## config.mk

```make
export PLATFORM = sky130hd
export DESIGN_NAME = sam_record_field_tokenizer_top
export DESIGN_NICKNAME = d
export VERILOG_FILES = /design/src/sv/samtok_pkg.sv /design/src/sv/samtok_atoi.sv /design/src/sv/samtok_core.sv /design/src/sv/sam_record_field_tokenizer_top.sv
export SDC_FILE = /design/constraint.sdc
export NUM_CORES = 1
export LEC_CHECK = 0
export BUFFER_PORTS_ARGS = -buffer_cell sky130_fd_sc_hd__buf_2
export CAP_MARGIN = 5
export CORE_MARGIN = 2
export CORE_UTILIZATION = 45
export CTS_CLUSTER_SIZE = 14
export DETAILED_ROUTE_END_ITERATION = 10
export PLACE_DENSITY = 0.73
export SETUP_SLACK_MARGIN = 0.3
export SLEW_MARGIN = 10
export SYNTH_ARGS = -nofsm -noshare
export SYNTH_HDL_FRONTEND = slang
export SYNTH_SLANG_ARGS = --single-unit
```

## constraint.sdc

```tcl
create_clock -name clk -period 11.21 [get_ports clk]
set_input_delay 0.5605 -clock clk [delete_from_list [all_inputs] [get_ports clk]]
set_output_delay 0.5605 -clock clk [all_outputs]
set_load 0.02 [all_outputs]
```

## src/sv/samtok_pkg.sv

```systemverilog
// Shared types, field codes and character constants for the SAM record tokenizer.
`default_nettype none

package samtok_pkg;

  localparam int MAX_LINE = 4096;
  localparam int OFS_W    = $clog2(MAX_LINE) + 1;
  localparam int NUM_W    = 32;
  localparam int N_TEXT   = 6;

  typedef logic [OFS_W-1:0] ofs_t;
  typedef logic [3:0]       fld_t;

  // Field numbers along a line, QNAME first
  localparam fld_t FLD_QNAME = 4'd1;
  localparam fld_t FLD_FLAG  = 4'd2;
  localparam fld_t FLD_RNAME = 4'd3;
  localparam fld_t FLD_POS   = 4'd4;
  localparam fld_t FLD_MAPQ  = 4'd5;
  localparam fld_t FLD_CIGAR = 4'd6;
  localparam fld_t FLD_RNEXT = 4'd7;
  localparam fld_t FLD_PNEXT = 4'd8;
  localparam fld_t FLD_TLEN  = 4'd9;
  localparam fld_t FLD_SEQ   = 4'd10;
  localparam fld_t FLD_QUAL  = 4'd11;
  localparam fld_t FLD_OPT   = 4'd12;

  // Slots of the offset table
  localparam int OS_RNAME = 0;
  localparam int OS_CIGAR = 1;
  localparam int OS_RNEXT = 2;
  localparam int OS_SEQ   = 3;
  localparam int OS_QUAL  = 4;
  localparam int OS_OPT   = 5;

  localparam logic [7:0] CH_TAB   = 8'h09;
  localparam logic [7:0] CH_LF    = 8'h0A;
  localparam logic [7:0] CH_VT    = 8'h0B;
  localparam logic [7:0] CH_FF    = 8'h0C;
  localparam logic [7:0] CH_CR    = 8'h0D;
  localparam logic [7:0] CH_SPACE = 8'h20;
  localparam logic [7:0] CH_PLUS  = 8'h2B;
  localparam logic [7:0] CH_MINUS = 8'h2D;
  localparam logic [7:0] CH_ZERO  = 8'h30;
  localparam logic [7:0] CH_NINE  = 8'h39;
  localparam logic [7:0] CH_AT    = 8'h40;

  typedef enum logic [2:0] {
    PH_SKIP   = 3'b001,
    PH_DIGITS = 3'b010,
    PH_DONE   = 3'b100
  } phase_t;

  typedef struct packed {
    logic [NUM_W-1:0] acc;
    logic             neg;
    phase_t           phase;
  } num_state_t;

  typedef struct packed {
    logic             is_header;
    logic [15:0]      flag_value;
    logic [31:0]      position;
    logic [7:0]       map_quality;
    logic [31:0]      mate_position;
    logic [31:0]      template_length;
    ofs_t             ref_name_offset;
    ofs_t             cigar_offset;
    ofs_t             mate_ref_offset;
    ofs_t             sequence_offset;
    ofs_t             quality_offset;
    ofs_t             tags_offset;
  } result_t;

  localparam num_state_t NUM_CLEAR = '{acc: '0, neg: 1'b0, phase: PH_SKIP};

endpackage

`default_nettype wire

```

## src/sv/samtok_atoi.sv

```systemverilog
// One byte step of the atoi-style number reader: blanks, sign, digits with wrap.
`default_nettype none

module samtok_atoi
  import samtok_pkg::*;
(
  input  var num_state_t       cur,
  input  var logic [7:0]       data_byte,
  output num_state_t           nxt,
  output logic                 cap_en,
  output logic [NUM_W-1:0]     cap_val
);

  logic             digit;
  logic             blank;
  logic [3:0]       dval;
  logic [NUM_W-1:0] acc_step;

  assign digit    = (data_byte >= CH_ZERO) && (data_byte <= CH_NINE);
  assign blank    = (data_byte == CH_SPACE) || (data_byte == CH_LF) || (data_byte == CH_VT)
                 || (data_byte == CH_FF) || (data_byte == CH_CR);
  assign dval     = 4'(data_byte - CH_ZERO);
  // acc * 10 + digit as two shifts and two adds, wrapping at 32 bits
  assign acc_step = (cur.acc << 3) + (cur.acc << 1) + {{(NUM_W-4){1'b0}}, dval};
  assign cap_val  = cur.neg ? (~acc_step + 1'b1) : acc_step;

  always_comb begin
    nxt    = cur;
    cap_en = 1'b0;
    unique case (cur.phase)
      PH_SKIP: begin
        if (blank) begin
          nxt.phase = PH_SKIP;
        end else if (data_byte == CH_PLUS) begin
          nxt.phase = PH_DIGITS;
        end else if (data_byte == CH_MINUS) begin
          nxt.neg   = 1'b1;
          nxt.phase = PH_DIGITS;
        end else if (!digit) begin
          nxt.phase = PH_DONE;
        end else begin
          nxt.phase = PH_DIGITS;
          nxt.acc   = acc_step;
          cap_en    = 1'b1;
        end
      end
      PH_DIGITS: begin
        if (digit) begin
          nxt.acc = acc_step;
          cap_en  = 1'b1;
        end else begin
          nxt.phase = PH_DONE;
        end
      end
      PH_DONE: nxt.phase = PH_DONE;
      default: nxt.phase = PH_DONE;
    endcase
  end

endmodule

`default_nettype wire

```

## src/sv/samtok_core.sv

```systemverilog
// Per-line tokenizer state: field split, offsets, captured numbers and line result.
`default_nettype none

module samtok_core
  import samtok_pkg::*;
(
  input  var logic       clk,
  input  var logic       rst,
  input  var logic       step,
  input  var logic [7:0] data_byte,
  input  var logic       end_of_line,
  output result_t        result
);

  fld_t             field_index, field_index_next;
  ofs_t             byte_count, byte_count_next;
  ofs_t             trimmed_length, trimmed_length_next;
  num_state_t       num, num_next;
  logic             header_line, header_line_next;
  logic [15:0]      cap_flag, cap_flag_next;
  logic [31:0]      cap_pos, cap_pos_next;
  logic [7:0]       cap_mapq, cap_mapq_next;
  logic [31:0]      cap_pnext, cap_pnext_next;
  logic [31:0]      cap_tlen, cap_tlen_next;
  ofs_t             ofs      [N_TEXT];
  ofs_t             ofs_next [N_TEXT];

  num_state_t       atoi_nxt;
  logic             atoi_cap;
  logic [NUM_W-1:0] atoi_val;
  logic             in_range;
  logic             tab_split;
  ofs_t             pos1;
  fld_t             field_up;

  samtok_atoi u_atoi (
    .cur       (num),
    .data_byte (data_byte),
    .nxt       (atoi_nxt),
    .cap_en    (atoi_cap),
    .cap_val   (atoi_val)
  );

  assign in_range  = byte_count < OFS_W'(MAX_LINE);
  assign pos1      = byte_count + 1'b1;
  assign field_up  = field_index + 1'b1;
  assign tab_split = (data_byte == CH_TAB) && (field_index < FLD_OPT);

  always_comb begin
    field_index_next    = field_index;
    byte_count_next     = byte_count;
    trimmed_length_next = trimmed_length;
    num_next            = num;
    header_line_next    = header_line;
    cap_flag_next       = cap_flag;
    cap_pos_next        = cap_pos;
    cap_mapq_next       = cap_mapq;
    cap_pnext_next      = cap_pnext;
    cap_tlen_next       = cap_tlen;
    for (int i = 0; i < N_TEXT; i++) ofs_next[i] = ofs[i];

    if (in_range) begin
      if ((byte_count == '0) && (data_byte == CH_AT)) header_line_next = 1'b1;
      if (((data_byte != CH_CR) && (data_byte != CH_LF)) || (byte_count == '0)) begin
        trimmed_length_next = pos1;
      end
      byte_count_next = pos1;
      if (tab_split) begin
        field_index_next = field_up;
        num_next         = NUM_CLEAR;
        case (field_up)
          FLD_RNAME: ofs_next[OS_RNAME] = pos1;
          FLD_CIGAR: ofs_next[OS_CIGAR] = pos1;
          FLD_RNEXT: ofs_next[OS_RNEXT] = pos1;
          FLD_SEQ:   ofs_next[OS_SEQ]   = pos1;
          FLD_QUAL:  ofs_next[OS_QUAL]  = pos1;
          FLD_OPT:   ofs_next[OS_OPT]   = pos1;
          default: ;
        endcase
      end else begin
        case (field_index) inside
          FLD_FLAG, FLD_POS, FLD_MAPQ, FLD_PNEXT, FLD_TLEN: num_next = atoi_nxt;
          default: ;
        endcase
        if (atoi_cap) begin
          case (field_index)
            FLD_FLAG:  cap_flag_next  = atoi_val[15:0];
            FLD_POS:   cap_pos_next   = atoi_val;
            FLD_MAPQ:  cap_mapq_next  = atoi_val[7:0];
            FLD_PNEXT: cap_pnext_next = atoi_val;
            FLD_TLEN:  cap_tlen_next  = atoi_val;
            default: ;
          endcase
        end
      end
    end
  end

  // Line result from the state after this byte; a missing field reads as zero / length
  always_comb begin
    result = '0;
    if (header_line_next) begin
      result.is_header = 1'b1;
    end else begin
      result.flag_value      = cap_flag_next;
      result.position        = cap_pos_next;
      result.map_quality     = cap_mapq_next;
      result.mate_position   = cap_pnext_next;
      result.template_length = cap_tlen_next;
      result.ref_name_offset = (ofs_next[OS_RNAME] != '0) ? ofs_next[OS_RNAME]
                                                            : trimmed_length_next;
      result.cigar_offset    = (ofs_next[OS_CIGAR] != '0) ? ofs_next[OS_CIGAR]
                                                            : trimmed_length_next;
      result.mate_ref_offset = (ofs_next[OS_RNEXT] != '0) ? ofs_next[OS_RNEXT]
                                                            : trimmed_length_next;
      result.sequence_offset = (ofs_next[OS_SEQ] != '0) ? ofs_next[OS_SEQ]
                                                          : trimmed_length_next;
      result.quality_offset  = (ofs_next[OS_QUAL] != '0) ? ofs_next[OS_QUAL]
                                                           : trimmed_length_next;
      result.tags_offset     = (ofs_next[OS_OPT] != '0) ? ofs_next[OS_OPT]
                                                          : trimmed_length_next;
    end
  end

  always_ff @(posedge clk) begin
    if (rst || (step && end_of_line)) begin
      field_index    <= FLD_QNAME;
      byte_count     <= '0;
      trimmed_length <= '0;
      num            <= NUM_CLEAR;
      header_line    <= 1'b0;
      cap_flag       <= '0;
      cap_pos        <= '0;
      cap_mapq       <= '0;
      cap_pnext      <= '0;
      cap_tlen       <= '0;
      for (int i = 0; i < N_TEXT; i++) ofs[i] <= '0;
    end else if (step) begin
      field_index    <= field_index_next;
      byte_count     <= byte_count_next;
      trimmed_length <= trimmed_length_next;
      num            <= num_next;
      header_line    <= header_line_next;
      cap_flag       <= cap_flag_next;
      cap_pos        <= cap_pos_next;
      cap_mapq       <= cap_mapq_next;
      cap_pnext      <= cap_pnext_next;
      cap_tlen       <= cap_tlen_next;
      for (int i = 0; i < N_TEXT; i++) ofs[i] <= ofs_next[i];
    end
  end

  a_field_range: assert property (@(posedge clk) disable iff (rst)
    (field_index >= FLD_QNAME) && (field_index <= FLD_OPT))
    else $error("field index out of range");

  a_count_cap: assert property (@(posedge clk) disable iff (rst)
    byte_count <= OFS_W'(MAX_LINE))
    else $error("byte count ran past line limit");

  a_trim_le_count: assert property (@(posedge clk) disable iff (rst)
    trimmed_length <= byte_count)
    else $error("trimmed length beyond byte count");

endmodule

`default_nettype wire

```

## src/sv/sam_record_field_tokenizer_top.sv

```systemverilog
// Top level of the SAM record tokenizer: input register, tokenizer core, result register.
//
//   channel | direction | handshake          | payload
//   --------+-----------+--------------------+-----------------------------------------
//   in      | to block  | in_valid/in_stall  | data_byte, end_of_line (one line byte)
//   out     | from block| out_valid/out_stall| is_header, numbers, six byte offsets
//
// Takes one byte per cycle unless a line end waits on a stalled result; a line result is
// valid once its last byte has passed the input register, which steps the core, and
// the result register has loaded it.
// The per-byte work is one multiply-by-ten add and a few compares in the core.
// Reset is synchronous; no clearing pass follows.
// A stalled output only holds back a last-of-line byte in the input register;
// other bytes keep flowing while a finished result waits.
`default_nettype none

module sam_record_field_tokenizer_top
  import samtok_pkg::*;
(
  input  var logic        clk,
  input  var logic        rst,

  input  var logic        in_valid,
  output logic            in_stall,
  input  var logic [7:0]  data_byte,
  input  var logic        end_of_line,

  output logic            out_valid,
  input  var logic        out_stall,
  output logic            is_header,
  output logic [15:0]     flag_value,
  output logic [31:0]     position,
  output logic [7:0]      map_quality,
  output logic [31:0]     mate_position,
  output logic [31:0]     template_length,
  output logic [12:0]     ref_name_offset,
  output logic [12:0]     cigar_offset,
  output logic [12:0]     mate_ref_offset,
  output logic [12:0]     sequence_offset,
  output logic [12:0]     quality_offset,
  output logic [12:0]     tags_offset
);

  logic       hold_valid;
  logic [7:0] hold_byte;
  logic       hold_eol;
  logic       advance;
  logic       accept;
  result_t    core_result;
  result_t    out_reg;

  // Advance the held item unless it closes a line and the result slot stays busy
  assign advance  = hold_valid && (!hold_eol || !out_valid || !out_stall);
  assign in_stall = hold_valid && !advance;
  assign accept   = in_valid && !in_stall;

  always_ff @(posedge clk) begin
    if (rst) begin
      hold_valid <= 1'b0;
    end else if (accept) begin
      hold_valid <= 1'b1;
    end else if (advance) begin
      hold_valid <= 1'b0;
    end
  end

  // Payload of the input register; no reset needed
  always_ff @(posedge clk) begin
    if (accept) begin
      hold_byte <= data_byte;
      hold_eol  <= end_of_line;
    end
  end

  samtok_core u_core (
    .clk         (clk),
    .rst         (rst),
    .step        (advance),
    .data_byte   (hold_byte),
    .end_of_line (hold_eol),
    .result      (core_result)
  );

  // Result register: load on a line end, drop once taken
  always_ff @(posedge clk) begin
    if (rst) begin
      out_valid <= 1'b0;
    end else if (advance && hold_eol) begin
      out_valid <= 1'b1;
    end else if (out_valid && !out_stall) begin
      out_valid <= 1'b0;
    end
  end

  always_ff @(posedge clk) begin
    if (advance && hold_eol) begin
      out_reg <= core_result;
    end
  end

  assign is_header       = out_reg.is_header;
  assign flag_value      = out_reg.flag_value;
  assign position        = out_reg.position;
  assign map_quality     = out_reg.map_quality;
  assign mate_position   = out_reg.mate_position;
  assign template_length = out_reg.template_length;
  assign ref_name_offset = out_reg.ref_name_offset;
  assign cigar_offset    = out_reg.cigar_offset;
  assign mate_ref_offset = out_reg.mate_ref_offset;
  assign sequence_offset = out_reg.sequence_offset;
  assign quality_offset  = out_reg.quality_offset;
  assign tags_offset     = out_reg.tags_offset;

  a_stall_cause: assert property (@(posedge clk) disable iff (rst)
    in_stall |-> (hold_eol && out_valid && out_stall))
    else $error("input stalled without a blocked line result");

  a_header_clean: assert property (@(posedge clk) disable iff (rst)
    (out_valid && is_header) |-> ((flag_value == '0) && (position == '0)
      && (template_length == '0) && (tags_offset == '0)))
    else $error("header result carries record fields");

  a_offsets_set: assert property (@(posedge clk) disable iff (rst)
    (out_valid && !is_header) |-> ((tags_offset != '0) && (ref_name_offset != '0)))
    else $error("record result with zero offset");

  a_line_end_loads: assert property (@(posedge clk) disable iff (rst)
    (advance && hold_eol) |=> out_valid)
    else $error("line end did not produce a result");

endmodule

`default_nettype wire
```

==> results.json <==
{
  "cts_tree": "yes",
  "maxCapViolations": 0,
  "tightest_slew_ns": 1.335,
  "status": "finished clean",
  "path_cells": "nor3_1, nand4_1, nor2_1, nand3_1, a21oi_1, nand2_1, nor4_2, nand2_1, a21oi_1",
  "yosysSeqAreaShare": 0.5477,
  "yosysWarningCount": 0,
  "clkTransAtPathRegs_ns": 0.06,
  "slowest_stage": "nor4_2",
  "fp.dieH_um": 227.9,
  "routed_wl_um": 65390,
  "slowest_delay_ns": 0.93,
  "fmax_ghz": 0.1977,
  "finalSetupViolations": 0,
  "peakVddDrop_mv": 0.1071,
  "synth_edf_count": 286,
  "min_period_ns": 5.057,
  "cts.path.max_buffers": 3,
  "leakage_nw": 9.598,
  "syn_inst": 2328,
  "die_x_um": 227.9,
  "rsz0062_at_grt": "false",
  "synth_flop_cell": "edfxtp_1",
  "clock-sinks": 474,
  "final_layout_size_suffix_gt1_frac": 0.1404,
  "antenna_found_initial": 0,
  "viasPerCell": 5.945,
  "area_delta_synth_final_pct": 14.63,
  "htreeDepth": 2,
  "grt_max_degree": 118,
  "ys_ff_latch": 474,
  "fin_crit_sh": 0.4511,
  "ioPinCount": 214,
  "syn_nets": 2408,
  "dr.pass1.iters": 6,
  "ant_nets": 0,
  "cp_num_buf_inv": 0,
  "cts_buffers": 49,
  "path_delay_family": "simple AND/OR/NAND/NOR gates",
  "nets": 2560,
  "nFillCells": 4439,
  "stdcell_area_um2": 25850,
  "hold_buffers": 0,
  "final.setup.tns_ns": 0,
  "synth.distinct_cells": 74,
  "wl_per_cell_um": 20.48,
  "diodes": 0,
  "placed_cell_area_um2": 24210,
  "root_buffer": "clkbuf_16",
  "critPathMaxFanout": 27,
  "cp-start-kind": "flip-flop",
  "cp-end-kind": "flip-flop",
  "place_congestion": 0.8863,
  "synth_area_per_cell_um2": 9.688,
  "coreArea_um2": 49860,
  "grt_pass1_wl_um": 100100,
  "start_util": 0.4523,
  "worstPathArrival_ns": 5.47,
  "port_buffers": 213,
  "grt_pass1_vias": 17550,
  "slew_headroom": 0.1102,
  "synth_area_um2": 22550,
  "critPathKind": "flip-flop to flip-flop",
  "placementRows": 82,
  "vias": 18980,
  "cts_resized": 0,
  "fin_skew_ns": 0.02141,
  "post-dp-hpwl_um": 43580,
  "hold_violations": 0,
  "insertion_delay_ns": 0.59,
  "hp-class": "input pin to flip-flop",
  "async_flop_share": 0,
  "die-area_um2": 51930,
  "drc": 0,
  "grt_remaining_overflow": 0,
  "track_usage": 0.2414,
  "first_iter_violations": 2242,
  "drv_slew": 0,
  "power_density_nw_per_um2": 144.2,
  "cts_setup_buffers": 0,
  "cp_data_required_time_ns": 11.63
}
[synthesized netlist by cell type, drive strengths merged, types with 5 or more instances]
master | instances | area (um^2)
a211oi | 69 | 523.0
o211a | 5 | 50.05
a22o | 28 | 245.2
xnor2 | 31 | 279.0
a221o | 5 | 50.05
or4 | 6 | 48.80
a22oi | 8 | 60.06
edfxtp | 286 | 8588
nand2b | 11 | 68.82
nand3 | 53 | 265.3
nand4 | 14 | 87.58
inv | 33 | 123.9
o21ai | 191 | 955.9
o21a | 6 | 45.04
a21o | 17 | 127.6
or3 | 11 | 68.82
mux2 | 7 | 78.83
o31ai | 13 | 107.6
nor4 | 20 | 125.1
and3 | 20 | 125.1
buf | 19 | 81.33
nor3 | 46 | 241.5
nand2 | 301 | 1130
clkbuf | 122 | 457.9
nor2b | 10 | 62.56
a31oi | 10 | 62.56
nor2 | 322 | 1209
ha | 65 | 813.3
o2111ai | 5 | 43.79
mux2i | 37 | 370.4
xor2 | 35 | 314.1
a21oi | 240 | 1209
and2 | 24 | 150.1
o211ai | 10 | 75.07
dfxtp | 188 | 3764
[area by class of cell]
cell class / instances / area (um^2) / share of cell area
clock buffer: 66 / 1373 / 0.05309
clock inverter: 26 / 270.3 / 0.01045
inverter: 34 / 140.1 / 0.005420
multi-input combinational: 1679 / 9594 / 0.3711
sequential: 474 / 12350 / 0.4778
tap: 672 / 840.8 / 0.03252
timing repair buffer: 242 / 1284 / 0.04965
[stage by stage]
stage | total power, mW | utilization | hold slack (ns) | worst slack (ns) | cells
finish | 3.727 | 0.5185 | 0.1603 | 6.153 | 3193
global route | 3.825 | 0.5185 | 0.1442 | 5.648 | 3193
CTS | 3.741 | 0.5185 | 0.1372 | 6.191 | 3193
detailed placement | 2.095 | 0.4855 | 0.4402 | 6.226 | 3101
global placement | 2.091 | 0.4855 | 0.4303 | 6.421 | 3101
floorplan | 2.034 | - | 0.4199 | 5.819 | 2328
[report_power, final]
part	leakage (nW)	internal (mW)	switching (mW)
logic	4.52	0.0372	0.120
registers	4.29	1.88	0.0203
clock network	0.791	0.977	0.689
[registers in the layout (all words and copies together), names as in the netlist, 13 cells and up]
name                   count
u_core.cap_pos            32
u_core.byte_count         13
u_core.cap_pnext          32
u_core.cap_flag           16
cigar_offset              13
template_length           32
sequence_offset           13
u_core.cap_tlen           32
quality_offset            13
u_core.num                35
mate_position             32
u_core.ofs                78
ref_name_offset           13
mate_ref_offset           13
u_core.trimmed_length     13
flag_value                16
tags_offset               13
position                  32
[worst paths after layout]
check                startpoint  cells past startpoint  slack [ns]                 end
max                hold_byte[1]                      9        6.15  ref_name_offset[7]
min                 end_of_line                      1        0.16            hold_eol
max reg2reg        hold_byte[1]                      9        6.15  ref_name_offset[7]
min reg2reg  u_core.cap_pos[22]                      2        0.45  u_core.cap_pos[22]
[kinds of logic (layout without fill, tap and decap cells)]
| group | after synthesis | after routing | share of synthesized area |
|---|---|---|---|
| fa+ha+maj | 67 | 67 | 0.03783 |
| simple gates | 860 | 860 | 0.1668 |
| buf+inv | 175 | 368 | 0.02957 |
| compound gates | 642 | 642 | 0.1720 |
| mux | 44 | 44 | 0.01992 |
| xor+xnor | 66 | 66 | 0.02630 |
| flops | 474 | 474 | 0.5477 |
[routing by layer]
layer	wire (um)	part of all wire	up-vias	GRT usage
met1	28230	0.43	9121	0.3463
met5	0	0	-	0
met4	2047	0.031	0	0.07945
li1	-	-	8717	-
met2	28980	0.44	997	0.3688
met3	6133	0.094	148	0.04538
[worst reg2reg max path, stage by stage, from the launching register on]
cell and delay [ns]:
edfxtp_1 0.50, nor3_1 0.48, nand4_1 0.70, nor2_1 0.54, nand3_1 0.79, a21oi_1 0.53, nand2_1 0.11, nor4_2 0.93
nand2_1 0.12, a21oi_1 0.21
[cell usage in the layout, fill, tap and decap left out, drive strengths merged, types with 53 or more instances in the layout]
cell and instances:
edfxtp 286, clkbuf 66, o21ai 191, ha 65
nor2 322, buf 242, a21oi 240, a211oi 69
nand2 301, nand3 53, dfxtp 188
No activity file was read; power rests on OpenSTA's default activity.
